===== config.mk =====
export PLATFORM = sky130hd
export DESIGN_NAME = link_reconnect_backoff_fsm_flat
export DESIGN_NICKNAME = d
export VERILOG_FILES = /design/src/lrb_pkg.sv /design/src/lrb_if.sv /design/src/link_reconnect_backoff_fsm.sv /design/src/lrb_backoff_unit.sv /design/src/flat_wrapper.sv
export SDC_FILE = /design/constraint.sdc
export NUM_CORES = 1
export LEC_CHECK = 0
export BUFFER_PORTS_ARGS = -buffer_cell sky130_fd_sc_hd__buf_2
export CAP_MARGIN = 20
export CORE_UTILIZATION = 45
export CTS_CLUSTER_DIAMETER = 80
export DETAILED_ROUTE_END_ITERATION = 8
export HOLD_SLACK_MARGIN = 0.02
export MAX_ROUTING_LAYER = met4
export PLACE_DENSITY = 0.67
export SLEW_MARGIN = 20
export SYNTH_ARGS = -nofsm -noshare
export SYNTH_HDL_FRONTEND = slang
export SYNTH_SLANG_ARGS = --single-unit

===== constraint.sdc =====
create_clock -name clock -period 8.3 [get_ports clock]
set_input_delay 0.83 -clock clock [delete_from_list [all_inputs] [get_ports clock]]
set_output_delay 0.83 -clock clock [all_outputs]
set_load 0.03 [all_outputs]

===== src/lrb_pkg.sv =====
`timescale 1ns / 1ps
// ----------------------------------------------------------------------------
// lrb_pkg
// Shared types, codes and constants for the link reconnect backoff supervisor.
// ----------------------------------------------------------------------------
package lrb_pkg;

   localparam int TIME_BITS_DEFAULT = 32;
   localparam int NOW_BITS          = 32;
   localparam int RND_BITS          = 32;
   localparam int DELAY_BITS        = 16;
   localparam int FAIL_BITS         = 8;
   localparam int CSR_INDEX_BITS    = 3;
   localparam int CSR_DATA_BITS     = 16;

   localparam logic [FAIL_BITS-1:0]  FAIL_MAX            = 8'd255;
   localparam logic [DELAY_BITS-1:0] RECOVERY_RESET_MS   = 16'd250;
   localparam logic [DELAY_BITS-1:0] BUDGET_RESET_MS     = 16'd4500;
   localparam logic [DELAY_BITS-1:0] BASE_RESET_MS       = 16'd1000;
   localparam logic [DELAY_BITS-1:0] CAP_RESET_MS        = 16'd30000;
   localparam logic [DELAY_BITS-1:0] TOTAL_CAP_RESET_MS  = 16'd60000;

   // Register indexes on the csr channel
   localparam logic [CSR_INDEX_BITS-1:0] REG_LINK_RECOVERY = 3'd0;
   localparam logic [CSR_INDEX_BITS-1:0] REG_CONNECT_BUDGET = 3'd1;
   localparam logic [CSR_INDEX_BITS-1:0] REG_BACKOFF_BASE  = 3'd2;
   localparam logic [CSR_INDEX_BITS-1:0] REG_BACKOFF_CAP   = 3'd3;
   localparam logic [CSR_INDEX_BITS-1:0] REG_TOTAL_CAP     = 3'd4;

   typedef enum logic [1:0] {
      CMD_TICK  = 2'd0,
      CMD_START = 2'd1,
      CMD_STOP  = 2'd2,
      CMD_INIT  = 2'd3
   } cmd_type;

   typedef enum logic [2:0] {
      MODE_WAIT    = 3'd0,
      MODE_IDLE    = 3'd1,
      MODE_CONN    = 3'd2,
      MODE_ONLINE  = 3'd3,
      MODE_BACKOFF = 3'd4
   } mode_type;

   typedef enum logic [1:0] {
      ST_IDLE    = 2'd0,
      ST_EVAL    = 2'd1,
      ST_BACKOFF = 2'd2,
      ST_FINISH  = 2'd3
   } top_state_type;

   typedef enum logic [1:0] {
      BO_IDLE   = 2'd0,
      BO_DOUBLE = 2'd1,
      BO_DIVIDE = 2'd2,
      BO_SUM    = 2'd3
   } bo_state_type;

   typedef struct packed {
      logic                 start;
      logic [FAIL_BITS-1:0] fails;
      logic [RND_BITS-1:0]  rnd;
   } bo_cmd_type;

   typedef struct packed {
      logic                  busy;
      logic                  done;
      logic [DELAY_BITS-1:0] delay;
   } bo_rsp_type;

endpackage


===== src/lrb_if.sv =====
`timescale 1ns / 1ps
// ----------------------------------------------------------------------------
// lrb_if
// Valid/ready channels of the supervisor: request, response and csr write.
// ----------------------------------------------------------------------------
interface lrb_req_if;
   import lrb_pkg::*;

   logic                valid;
   logic                ready;
   logic [1:0]          cmd;
   logic [NOW_BITS-1:0] now_ms;
   logic                link_up;
   logic                session_up;
   logic                connect_busy;
   logic                connect_ok;
   logic [RND_BITS-1:0] random_word;

   modport source (output valid, cmd, now_ms, link_up, session_up, connect_busy,
                   connect_ok, random_word, input ready);
   modport sink   (input valid, cmd, now_ms, link_up, session_up, connect_busy,
                   connect_ok, random_word, output ready);
endinterface

interface lrb_rsp_if;
   import lrb_pkg::*;

   logic                  valid;
   logic                  ready;
   logic [2:0]            link_mode;
   logic                  start_connect;
   logic                  drop_session;
   logic                  request_time_sync;
   logic [FAIL_BITS-1:0]  failures;
   logic [DELAY_BITS-1:0] retry_delay_ms;

   modport source (output valid, link_mode, start_connect, drop_session,
                   request_time_sync, failures, retry_delay_ms, input ready);
   modport sink   (input valid, link_mode, start_connect, drop_session,
                   request_time_sync, failures, retry_delay_ms, output ready);
endinterface

interface lrb_csr_if;
   import lrb_pkg::*;

   logic                      valid;
   logic                      ready;
   logic [CSR_INDEX_BITS-1:0] index;
   logic [CSR_DATA_BITS-1:0]  data;

   modport source (output valid, index, data, input ready);
   modport sink   (input valid, index, data, output ready);
endinterface


===== src/link_reconnect_backoff_fsm.sv =====
`timescale 1ns / 1ps
// ----------------------------------------------------------------------------
// link_reconnect_backoff_fsm
// Reconnect supervisor for a broker link with exponential backoff and jitter.
// ----------------------------------------------------------------------------
// Flow: a request is evaluated in ST_EVAL; a counted failure goes through the
//   backoff unit (doubling, bit-serial jitter modulo, sum) before ST_FINISH.
// Throughput: one request in flight; the next is taken the cycle after the
//   response is registered, later while that register is full.
// Reset: synchronous, active high; supervisor state and csr registers return
//   to their defaults, the response register empties.
// ----------------------------------------------------------------------------
module link_reconnect_backoff_fsm #(
   parameter int TIME_BITS = lrb_pkg::TIME_BITS_DEFAULT
) (
   input  logic      clock,
   input  logic      reset,
   lrb_req_if.sink   req_if,
   lrb_rsp_if.source rsp_if,
   lrb_csr_if.sink   csr_if
);
   import lrb_pkg::*;

   // ---------------- csr registers ----------------
   logic [DELAY_BITS-1:0] recovery_ms_ff;
   logic [DELAY_BITS-1:0] conn_limit_ff;
   logic [DELAY_BITS-1:0] base_ms_ff;
   logic [DELAY_BITS-1:0] cap_ms_ff;
   logic [DELAY_BITS-1:0] total_cap_ms_ff;

   // ---------------- captured request ----------------
   cmd_type               cmd_ff;
   logic [TIME_BITS-1:0]  now_ff;
   logic                  link_ff;
   logic                  sess_ff;
   logic                  busy_ff;
   logic                  ok_ff;
   logic [RND_BITS-1:0]   rnd_ff;

   // ---------------- supervisor state ----------------
   top_state_type         state_ff, state_in;
   logic                  service_ff, service_in;
   mode_type              mode_ff, mode_in;
   logic [TIME_BITS-1:0]  trans_time_ff, trans_time_in;
   logic [DELAY_BITS-1:0] wait_delay_ff, wait_delay_in;
   logic [TIME_BITS-1:0]  conn_start_ff, conn_start_in;
   logic [FAIL_BITS-1:0]  fail_count_ff, fail_count_in;
   logic                  conn_ff, conn_in;
   logic                  drop_ff, drop_in;
   logic                  sync_ff, sync_in;

   // ---------------- response register ----------------
   logic                  rsp_valid_ff, rsp_valid_in;
   mode_type              rsp_mode_ff;
   logic                  rsp_conn_ff;
   logic                  rsp_drop_ff;
   logic                  rsp_sync_ff;
   logic [FAIL_BITS-1:0]  rsp_fail_ff;
   logic [DELAY_BITS-1:0] rsp_delay_ff;

   logic                  req_accept;
   logic                  rsp_load;
   logic [TIME_BITS-1:0]  since_trans;
   logic [TIME_BITS-1:0]  since_conn;
   logic [FAIL_BITS-1:0]  fail_inc;
   bo_cmd_type            bo_cmd;
   bo_rsp_type            bo_rsp;

   // Configuration writes are taken at any time; unknown indexes are dropped.
   assign csr_if.ready = 1'b1;

   always_ff @(posedge clock) begin
      if (reset) begin
         recovery_ms_ff  <= RECOVERY_RESET_MS;
         conn_limit_ff   <= BUDGET_RESET_MS;
         base_ms_ff      <= BASE_RESET_MS;
         cap_ms_ff       <= CAP_RESET_MS;
         total_cap_ms_ff <= TOTAL_CAP_RESET_MS;
      end else if (csr_if.valid) begin
         case (csr_if.index)
            REG_LINK_RECOVERY:  recovery_ms_ff  <= csr_if.data;
            REG_CONNECT_BUDGET: conn_limit_ff   <= csr_if.data;
            REG_BACKOFF_BASE:   base_ms_ff      <= csr_if.data;
            REG_BACKOFF_CAP:    cap_ms_ff       <= csr_if.data;
            REG_TOTAL_CAP:      total_cap_ms_ff <= csr_if.data;
            default: begin
            end
         endcase
      end
   end

   // One request in flight; accept only when the sequencer is parked.
   assign req_if.ready = (state_ff == ST_IDLE);
   assign req_accept   = req_if.valid && req_if.ready;

   // Hold the request payload for the whole evaluation.
   always_ff @(posedge clock) begin
      if (req_accept) begin
         cmd_ff  <= cmd_type'(req_if.cmd);
         now_ff  <= TIME_BITS'(req_if.now_ms);
         link_ff <= req_if.link_up;
         sess_ff <= req_if.session_up;
         busy_ff <= req_if.connect_busy;
         ok_ff   <= req_if.connect_ok;
         rnd_ff  <= req_if.random_word;
      end
   end

   always_ff @(posedge clock) begin
      if (reset) begin
         state_ff      <= ST_IDLE;
         service_ff    <= 1'b0;
         mode_ff       <= MODE_WAIT;
         trans_time_ff <= '0;
         wait_delay_ff <= '0;
         conn_start_ff <= '0;
         fail_count_ff <= '0;
         conn_ff       <= 1'b0;
         drop_ff       <= 1'b0;
         sync_ff       <= 1'b0;
         rsp_valid_ff  <= 1'b0;
      end else begin
         state_ff      <= state_in;
         service_ff    <= service_in;
         mode_ff       <= mode_in;
         trans_time_ff <= trans_time_in;
         wait_delay_ff <= wait_delay_in;
         conn_start_ff <= conn_start_in;
         fail_count_ff <= fail_count_in;
         conn_ff       <= conn_in;
         drop_ff       <= drop_in;
         sync_ff       <= sync_in;
         rsp_valid_ff  <= rsp_valid_in;
      end
   end

   // Load the response register from the settled state.
   always_ff @(posedge clock) begin
      if (rsp_load) begin
         rsp_mode_ff  <= mode_ff;
         rsp_conn_ff  <= conn_ff;
         rsp_drop_ff  <= drop_ff;
         rsp_sync_ff  <= sync_ff;
         rsp_fail_ff  <= fail_count_ff;
         rsp_delay_ff <= wait_delay_ff;
      end
   end

   // Elapsed times wrap modulo 2^TIME_BITS.
   assign since_trans = now_ff - trans_time_ff;
   assign since_conn  = now_ff - conn_start_ff;
   assign fail_inc    = (fail_count_ff == FAIL_MAX) ? FAIL_MAX
                                                    : fail_count_ff + FAIL_BITS'(1);

   always_comb begin
      logic     go_on;
      logic     failed;
      mode_type m;

      state_in      = state_ff;
      service_in    = service_ff;
      mode_in       = mode_ff;
      trans_time_in = trans_time_ff;
      wait_delay_in = wait_delay_ff;
      conn_start_in = conn_start_ff;
      fail_count_in = fail_count_ff;
      conn_in       = conn_ff;
      drop_in       = drop_ff;
      sync_in       = sync_ff;
      rsp_load      = 1'b0;
      rsp_valid_in  = rsp_valid_ff && !rsp_if.ready;
      bo_cmd        = '0;
      go_on         = 1'b1;
      failed        = 1'b0;
      m             = mode_ff;

      case (state_ff)
         ST_IDLE: begin
            if (req_accept) begin
               state_in = ST_EVAL;
            end
         end

         ST_EVAL: begin
            // strobes live for one response only
            conn_in  = 1'b0;
            drop_in  = 1'b0;
            sync_in  = 1'b0;
            state_in = ST_FINISH;
            case (cmd_ff)
               CMD_INIT: begin
                  service_in    = 1'b0;
                  fail_count_in = '0;
                  trans_time_in = '0;
                  wait_delay_in = '0;
                  conn_start_in = '0;
                  mode_in       = link_ff ? MODE_IDLE : MODE_WAIT;
               end
               CMD_START: begin
                  if (!service_ff) begin
                     service_in    = 1'b1;
                     mode_in       = MODE_WAIT;
                     trans_time_in = now_ff;
                     wait_delay_in = recovery_ms_ff;
                     conn_start_in = '0;
                  end
               end
               CMD_STOP: begin
                  if (service_ff) begin
                     service_in    = 1'b0;
                     mode_in       = MODE_WAIT;
                     trans_time_in = '0;
                     wait_delay_in = '0;
                     conn_start_in = '0;
                     drop_in       = 1'b1;
                  end
               end
               default: begin
                  // tick: run the supervisor only while the service is on
                  if (service_ff) begin
                     if (!link_ff) begin
                        // link lost: drop the session and restart the wait
                        drop_in       = sess_ff;
                        mode_in       = MODE_WAIT;
                        trans_time_in = now_ff;
                        wait_delay_in = recovery_ms_ff;
                     end else begin
                        if (m == MODE_WAIT || m == MODE_BACKOFF) begin
                           if (since_trans < TIME_BITS'(wait_delay_ff)) begin
                              go_on = 1'b0;
                           end else begin
                              m = MODE_IDLE;
                           end
                        end
                        if (go_on && m == MODE_CONN) begin
                           go_on = 1'b0;
                           if (!busy_ff) begin
                              if (ok_ff && since_conn <= TIME_BITS'(conn_limit_ff)) begin
                                 fail_count_in = '0;
                                 m             = MODE_ONLINE;
                                 sync_in       = 1'b1;
                              end else begin
                                 // a late success still has to be torn down
                                 drop_in = ok_ff;
                                 failed  = 1'b1;
                              end
                           end
                        end
                        if (go_on && m == MODE_IDLE) begin
                           if (!sess_ff) begin
                              m             = MODE_CONN;
                              conn_start_in = now_ff;
                              conn_in       = 1'b1;
                              go_on         = 1'b0;
                           end else begin
                              // session already up: go online quietly
                              m = MODE_ONLINE;
                           end
                        end
                        if (go_on && m == MODE_ONLINE && !sess_ff) begin
                           failed = 1'b1;
                        end
                        if (failed) begin
                           // count the failure and hand the delay to the backoff unit
                           fail_count_in = fail_inc;
                           trans_time_in = now_ff;
                           m             = MODE_BACKOFF;
                           bo_cmd.start  = 1'b1;
                           bo_cmd.fails  = fail_inc;
                           bo_cmd.rnd    = rnd_ff;
                           state_in      = ST_BACKOFF;
                        end
                        mode_in = m;
                     end
                  end
               end
            endcase
         end

         ST_BACKOFF: begin
            if (bo_rsp.done) begin
               wait_delay_in = bo_rsp.delay;
               state_in      = ST_FINISH;
            end
         end

         ST_FINISH: begin
            // advance once the output register is free or being drained
            if (!rsp_valid_ff || rsp_if.ready) begin
               rsp_load     = 1'b1;
               rsp_valid_in = 1'b1;
               state_in     = ST_IDLE;
            end
         end

         default: begin
            state_in = ST_IDLE;
         end
      endcase
   end

   lrb_backoff_unit u_backoff (
      .clock        (clock),
      .reset        (reset),
      .bo_cmd       (bo_cmd),
      .base_ms      (base_ms_ff),
      .cap_ms       (cap_ms_ff),
      .total_cap_ms (total_cap_ms_ff),
      .bo_rsp       (bo_rsp)
   );

   assign rsp_if.valid             = rsp_valid_ff;
   assign rsp_if.link_mode         = rsp_mode_ff;
   assign rsp_if.start_connect     = rsp_conn_ff;
   assign rsp_if.drop_session      = rsp_drop_ff;
   assign rsp_if.request_time_sync = rsp_sync_ff;
   assign rsp_if.failures          = rsp_fail_ff;
   assign rsp_if.retry_delay_ms    = rsp_delay_ff;

   // ---------------- assertions ----------------
   a_strobes_exclusive: assert property (@(posedge clock) disable iff (reset)
      rsp_valid_ff |-> $onehot0({rsp_conn_ff, rsp_drop_ff, rsp_sync_ff}))
      else $error("more than one action strobe in a response");

   a_sync_online: assert property (@(posedge clock) disable iff (reset)
      (rsp_valid_ff && rsp_sync_ff) |-> (rsp_mode_ff == MODE_ONLINE && rsp_fail_ff == '0))
      else $error("time sync strobe outside a fresh online mode");

   a_connect_mode: assert property (@(posedge clock) disable iff (reset)
      (rsp_valid_ff && rsp_conn_ff) |-> (rsp_mode_ff == MODE_CONN))
      else $error("connect strobe without connecting mode");

   a_bo_start_idle: assert property (@(posedge clock) disable iff (reset)
      bo_cmd.start |-> !bo_rsp.busy)
      else $error("backoff unit started while busy");

   a_bo_done_wait: assert property (@(posedge clock) disable iff (reset)
      bo_rsp.done |-> (state_ff == ST_BACKOFF))
      else $error("backoff result with no waiting request");

endmodule


===== src/lrb_backoff_unit.sv =====
`timescale 1ns / 1ps
// ----------------------------------------------------------------------------
// lrb_backoff_unit
// Iterative backoff delay: doubling with cap, then jitter by restoring
// division one bit per cycle, then sum and total cap.
// ----------------------------------------------------------------------------
module lrb_backoff_unit (
   input  logic                              clock,
   input  logic                              reset,
   input  lrb_pkg::bo_cmd_type               bo_cmd,
   input  logic [lrb_pkg::DELAY_BITS-1:0]    base_ms,
   input  logic [lrb_pkg::DELAY_BITS-1:0]    cap_ms,
   input  logic [lrb_pkg::DELAY_BITS-1:0]    total_cap_ms,
   output lrb_pkg::bo_rsp_type               bo_rsp
);
   import lrb_pkg::*;

   localparam int BASE_BITS = DELAY_BITS + 1;
   localparam int REM_BITS  = DELAY_BITS - 2;
   localparam int DIV_BITS  = REM_BITS + 1;
   localparam int BIT_BITS  = $clog2(RND_BITS);

   bo_state_type          state_ff, state_in;
   logic [BASE_BITS-1:0]  base_ff, base_in;
   logic [FAIL_BITS-1:0]  step_ff, step_in;
   logic [FAIL_BITS-1:0]  fails_ff, fails_in;
   logic [RND_BITS-1:0]   rnd_ff, rnd_in;
   logic [REM_BITS-1:0]   rem_ff, rem_in;
   logic [DIV_BITS-1:0]   div_ff, div_in;
   logic [BIT_BITS-1:0]   bit_ff, bit_in;

   logic [BASE_BITS-1:0]  cap_ext;
   logic [BASE_BITS-1:0]  clamp;
   logic [DIV_BITS-1:0]   trial;
   logic [DIV_BITS-1:0]   trial_diff;
   logic [BASE_BITS-1:0]  total;

   always_ff @(posedge clock) begin
      if (reset) begin
         state_ff <= BO_IDLE;
      end else begin
         state_ff <= state_in;
      end
      base_ff  <= base_in;
      step_ff  <= step_in;
      fails_ff <= fails_in;
      rnd_ff   <= rnd_in;
      rem_ff   <= rem_in;
      div_ff   <= div_in;
      bit_ff   <= bit_in;
   end

   always_comb begin
      state_in   = state_ff;
      base_in    = base_ff;
      step_in    = step_ff;
      fails_in   = fails_ff;
      rnd_in     = rnd_ff;
      rem_in     = rem_ff;
      div_in     = div_ff;
      bit_in     = bit_ff;
      bo_rsp     = '0;
      cap_ext    = {1'b0, cap_ms};
      clamp      = (base_ff > cap_ext) ? cap_ext : base_ff;
      trial      = {rem_ff, rnd_ff[RND_BITS-1]};
      trial_diff = trial - div_ff;
      total      = {1'b0, base_ff[DELAY_BITS-1:0]} + BASE_BITS'(rem_ff);

      bo_rsp.busy = (state_ff != BO_IDLE);

      case (state_ff)
         BO_IDLE: begin
            if (bo_cmd.start) begin
               // a zero failure count yields a zero delay through the same path
               base_in  = (bo_cmd.fails == '0) ? '0 : {1'b0, base_ms};
               step_in  = FAIL_BITS'(1);
               fails_in = bo_cmd.fails;
               rnd_in   = bo_cmd.rnd;
               state_in = BO_DOUBLE;
            end
         end
         BO_DOUBLE: begin
            if (step_ff >= fails_ff || base_ff == '0 || base_ff >= cap_ext) begin
               base_in  = clamp;
               div_in   = {1'b0, clamp[DELAY_BITS-1:2]} + DIV_BITS'(1);
               rem_in   = '0;
               bit_in   = BIT_BITS'(RND_BITS - 1);
               state_in = BO_DIVIDE;
            end else begin
               base_in = base_ff << 1;
               step_in = step_ff + FAIL_BITS'(1);
            end
         end
         BO_DIVIDE: begin
            rem_in = (trial >= div_ff) ? trial_diff[REM_BITS-1:0] : trial[REM_BITS-1:0];
            rnd_in = rnd_ff << 1;
            bit_in = bit_ff - BIT_BITS'(1);
            if (bit_ff == '0) begin
               state_in = BO_SUM;
            end
         end
         BO_SUM: begin
            bo_rsp.done  = 1'b1;
            bo_rsp.delay = (total > {1'b0, total_cap_ms}) ? total_cap_ms
                                                          : total[DELAY_BITS-1:0];
            state_in     = BO_IDLE;
         end
         default: begin
            state_in = BO_IDLE;
         end
      endcase
   end

endmodule


===== src/flat_wrapper.sv =====
// flat-port wrapper written by rule: the top's interface ports become plain ports
module link_reconnect_backoff_fsm_flat import lrb_pkg::*;
#(
   parameter int TIME_BITS = lrb_pkg::TIME_BITS_DEFAULT
)
  (clock, reset, req_if_valid, req_if_cmd, req_if_now_ms, req_if_link_up, req_if_session_up, req_if_connect_busy, req_if_connect_ok, req_if_random_word, req_if_ready, rsp_if_valid, rsp_if_link_mode, rsp_if_start_connect, rsp_if_drop_session, rsp_if_request_time_sync, rsp_if_failures, rsp_if_retry_delay_ms, rsp_if_ready, csr_if_valid, csr_if_index, csr_if_data, csr_if_ready);
  lrb_req_if req_if_i ();
  lrb_rsp_if rsp_if_i ();
  lrb_csr_if csr_if_i ();
  input  logic clock;
  input  logic reset;
  input wire logic [$bits(req_if_i.valid)-1:0] req_if_valid;
  input wire logic [$bits(req_if_i.cmd)-1:0] req_if_cmd;
  input wire logic [$bits(req_if_i.now_ms)-1:0] req_if_now_ms;
  input wire logic [$bits(req_if_i.link_up)-1:0] req_if_link_up;
  input wire logic [$bits(req_if_i.session_up)-1:0] req_if_session_up;
  input wire logic [$bits(req_if_i.connect_busy)-1:0] req_if_connect_busy;
  input wire logic [$bits(req_if_i.connect_ok)-1:0] req_if_connect_ok;
  input wire logic [$bits(req_if_i.random_word)-1:0] req_if_random_word;
  output wire logic [$bits(req_if_i.ready)-1:0] req_if_ready;
  output wire logic [$bits(rsp_if_i.valid)-1:0] rsp_if_valid;
  output wire logic [$bits(rsp_if_i.link_mode)-1:0] rsp_if_link_mode;
  output wire logic [$bits(rsp_if_i.start_connect)-1:0] rsp_if_start_connect;
  output wire logic [$bits(rsp_if_i.drop_session)-1:0] rsp_if_drop_session;
  output wire logic [$bits(rsp_if_i.request_time_sync)-1:0] rsp_if_request_time_sync;
  output wire logic [$bits(rsp_if_i.failures)-1:0] rsp_if_failures;
  output wire logic [$bits(rsp_if_i.retry_delay_ms)-1:0] rsp_if_retry_delay_ms;
  input wire logic [$bits(rsp_if_i.ready)-1:0] rsp_if_ready;
  input wire logic [$bits(csr_if_i.valid)-1:0] csr_if_valid;
  input wire logic [$bits(csr_if_i.index)-1:0] csr_if_index;
  input wire logic [$bits(csr_if_i.data)-1:0] csr_if_data;
  output wire logic [$bits(csr_if_i.ready)-1:0] csr_if_ready;
  assign req_if_i.valid = req_if_valid;
  assign req_if_i.cmd = req_if_cmd;
  assign req_if_i.now_ms = req_if_now_ms;
  assign req_if_i.link_up = req_if_link_up;
  assign req_if_i.session_up = req_if_session_up;
  assign req_if_i.connect_busy = req_if_connect_busy;
  assign req_if_i.connect_ok = req_if_connect_ok;
  assign req_if_i.random_word = req_if_random_word;
  assign req_if_ready = req_if_i.ready;
  assign rsp_if_valid = rsp_if_i.valid;
  assign rsp_if_link_mode = rsp_if_i.link_mode;
  assign rsp_if_start_connect = rsp_if_i.start_connect;
  assign rsp_if_drop_session = rsp_if_i.drop_session;
  assign rsp_if_request_time_sync = rsp_if_i.request_time_sync;
  assign rsp_if_failures = rsp_if_i.failures;
  assign rsp_if_retry_delay_ms = rsp_if_i.retry_delay_ms;
  assign rsp_if_i.ready = rsp_if_ready;
  assign csr_if_i.valid = csr_if_valid;
  assign csr_if_i.index = csr_if_index;
  assign csr_if_i.data = csr_if_data;
  assign csr_if_ready = csr_if_i.ready;
  link_reconnect_backoff_fsm #(.TIME_BITS(TIME_BITS)) u_core (.clock(clock), .reset(reset), .req_if(req_if_i), .rsp_if(rsp_if_i), .csr_if(csr_if_i));
endmodule

==> metrics.csv <==
metric,value,unit
areaGrowthSynthToFinish,11.75,%
worstPathMaxFanout,14,
start_util,45.67,%
drc,0,
ys_seq_elements,379,
hpwl,47140,um
coreArea,49050,sq um
drive_gt1_share,9.962,%
first_pass_iters,5,
ys_async_sr_fraction,0,%
layout_common_cells,"nand2_1, a21oi_1, edfxtp_1, inv_1, dfxtp_1",
syn_avg_cell_area,8.971,sq um
ys_warn_count,0,
nets,2845,
holdPathStages,1,
rr_endpoint,u_core.u_backoff.base_ff[4],
cts_buffer_depth,3,
cts_resized,0,
netlist_instances,2497,
die_area,50680,sq um
place_congestion,0.9591,
peakVddDrop,0.0001730,V
finalCriticalPeriod,6795,ps
cts_setup_buffers,0,
crit_required,8570,ps
seq_area_frac_synth,42.76,%
cts_max_level,2,
row_count,81,
rrSetupSlack,1510,ps
wirelength,65150,um
synth_ff_type,edfxtp_1,
power.total,7.214,mW
setup_viol,0,
rsz0062_at_grt,no,
cp_cell_sequence,inv_1 > ha_1 > fa_1 > nand2b_1 > a21oi_1 > o211ai_1 > a21oi_1 > xor2_1 > ha_1 > nand4_1 > a2111o_1 > o211a_1 > nor2_1 > nor4_1 > nand4_1 > nor4_4 > a21oi_1 > nand3_1 > a21oi_1 > buf_4,
cpMostUsedCell,a21oi_1,
yosys.area.top_type,edfxtp_1,
ant_nets,0,
synth_top_area_share,26.68,%
first_global_vias,18230,
clockRootBuffer,clkbuf_16,
cts_tree,done,
layout_commonest_cell,nand2_1,
num_antenna_cells,0,
drv_cap,0,
vias,19160,
worstRegToRegCells,20,
clock-sinks,379,
crit_path_end_kind,flip-flop,
grt_pass1_wl,100600,um
worst_pin_slew,1139,ps
antenna_found_initial,0,
nFillCells,4686,
p_per_area,288.2,nW/um^2
worst_path_max_delay_cell,nand3_1,
routed_via_density,5.871,
synth.distinct_cells,82,
skew,20.66,ps
drv_slew,0,
status,"finished, final reports clean",
grt_overflow,0,
fmax,147.2,MHz
critPathMaxStageDelay,800,ps
ios,127,
finalSetupTns,0,ps
finalCritPeriodShare,81.87,%
relSlewSlack,23.88,%
hold_class,in -> reg,
wl_per_cell,19.96,um
clkTransAtPathRegs,70,ps
cts-buffers-inserted,44,
synth.cell_area,22400,sq um
grt_max_degree,87,
reg2reg_from,u_core.now_ff[0],
drt_iter0_drc,1435,
track_usage,26.13,%
critPathLaunch,u_core.now_ff[0],
critical_path_class,reg -> reg,
clkLatencyLatePin,570,ps
arrival,7070,ps
die_w,225.1,um
hold_viol,0,
portBuffers,125,
startpoint_type,flip-flop,
holdWs,429.7,ps
die_h,225.1,um
crit_path_end,u_core.u_backoff.base_ff[4],
synth_edf_count,199,
synth_area_leaders,"edfxtp_1, dfxtp_1, ha_1",
leakage,9.492,nW
postCtsHoldBufs,0,
synth_nets,2775,
report_power, final:
part | switching [mW] | internal [mW] | total [mW]
Combinational | 1.74 | 1.04 | 2.78
Sequential | 0.249 | 2.29 | 2.54
Clock | 0.803 | 1.09 | 1.89
Total | 2.79 | 4.42 | 7.21
per-stage QoR:
stage / setup WS (ps) / util [%] / cell area [sq um] / std cells
floorplan: 2393 / - / 22400 / 2497
finish: 1505 / 51.03 / 25030 / 3264
detailed placement: 1372 / 48.05 / 23570 / 3182
global route: 919.1 / 51.03 / 25030 / 3264
global placement: 1492 / 48.04 / 23560 / 3181
CTS: 1339 / 50.90 / 24970 / 3261
cell families after synthesis:
kind of cell	count (synthesis)	share of synthesized area, %
multiplexers	26	1.240
other	1	0.01674
XOR/XNOR	80	3.128
AO/OA/AOI/OAI	698	19.84
adder cells (fa/ha/maj)	184	10.41
buffers and inverters	319	5.463
AND/OR/NAND/NOR	810	17.14
flip-flops	379	42.76
flip-flops by register name, summed over array words and instances (netlist names), 14 cells and up:
register	cells
u_core.base_ms_ff	16
u_core.cap_ms_ff	16
u_core.conn_limit_ff	16
u_core.conn_start_ff	32
u_core.now_ff	32
u_core.recovery_ms_ff	16
u_core.rnd_ff	32
u_core.rsp_if.retry_delay_ms	16
u_core.total_cap_ms_ff	16
u_core.trans_time_ff	32
u_core.u_backoff.base_ff	17
u_core.u_backoff.div_ff	15
u_core.u_backoff.rem_ff	14
u_core.u_backoff.rnd_ff	32
u_core.wait_delay_ff	16
worst min path at each step:
stage | start | end | slack, ps
2_1_floorplan | u_core.conn_ff | u_core.rsp_if.start_connect | 410
3_3_place_gp | u_core.conn_ff | u_core.rsp_if.start_connect | 420
3_5_place_dp | u_core.sync_ff | u_core.rsp_if.request_time_sync | 430
4_1_cts | req_if_now_ms[6] | u_core.now_ff[6] | 400
5_1_grt | req_if_now_ms[6] | u_core.now_ff[6] | 410
6_report | req_if_now_ms[6] | u_core.now_ff[6] | 430
Yosys cell counts (12+ instances only):
| cell | count |
|---|---|
| mux2_2 | 14 |
| nor4_1 | 15 |
| a22o_1 | 46 |
| nand2b_1 | 19 |
| nor2b_1 | 22 |
| a211oi_1 | 12 |
| nor3_1 | 43 |
| and3_1 | 23 |
| xor2_1 | 28 |
| a31oi_1 | 25 |
| and2_1 | 19 |
| mux2i_1 | 12 |
| dfxtp_1 | 180 |
| nor2_1 | 99 |
| buf_2 | 18 |
| edfxtp_1 | 199 |
| nand2_1 | 358 |
| o21a_1 | 25 |
| clkbuf_1 | 96 |
| o211ai_1 | 63 |
| nand3_1 | 111 |
| a21oi_1 | 216 |
| a21o_1 | 37 |
| o21ai_0 | 160 |
| nand4_1 | 42 |
| inv_1 | 196 |
| ha_1 | 180 |
| xnor2_1 | 52 |
critical path, delay by kind of cell (launching register included):
kind,cells,cell delay (ps)
adder cells (fa/ha/maj),3,960
AO/OA/AOI/OAI,7,2920
flip-flops,1,380
XOR/XNOR,1,190
AND/OR/NAND/NOR,7,1670
buffers and inverters,2,370
metal layers:
metal / global-route usage (%) / up-vias / share of wire (%) / wire length, um
met5: - / - / 0 / 0
met3: 2.855 / 131 / 4.9 / 3190
met1: 34.28 / 9284 / 45 / 29510
met4: 9.590 / 0 / 3.1 / 2022
met2: 41.65 / 586 / 47 / 30430
li1: - / 9162 / - / -
cell type report:
| type | count | area, sq um | share of cell area (%) |
|---|---|---|---|
| clock buffers | 60 | 1254 | 5.008 |
| clock inverters | 19 | 141.4 | 0.5648 |
| inverters | 198 | 743.2 | 2.969 |
| multi-input cells | 1799 | 11670 | 46.63 |
| flip-flops and latches | 379 | 9579 | 38.27 |
| well taps | 664 | 830.8 | 3.319 |
| repair buffers | 145 | 810.8 | 3.239 |
(Power assumes the default switching activity.)
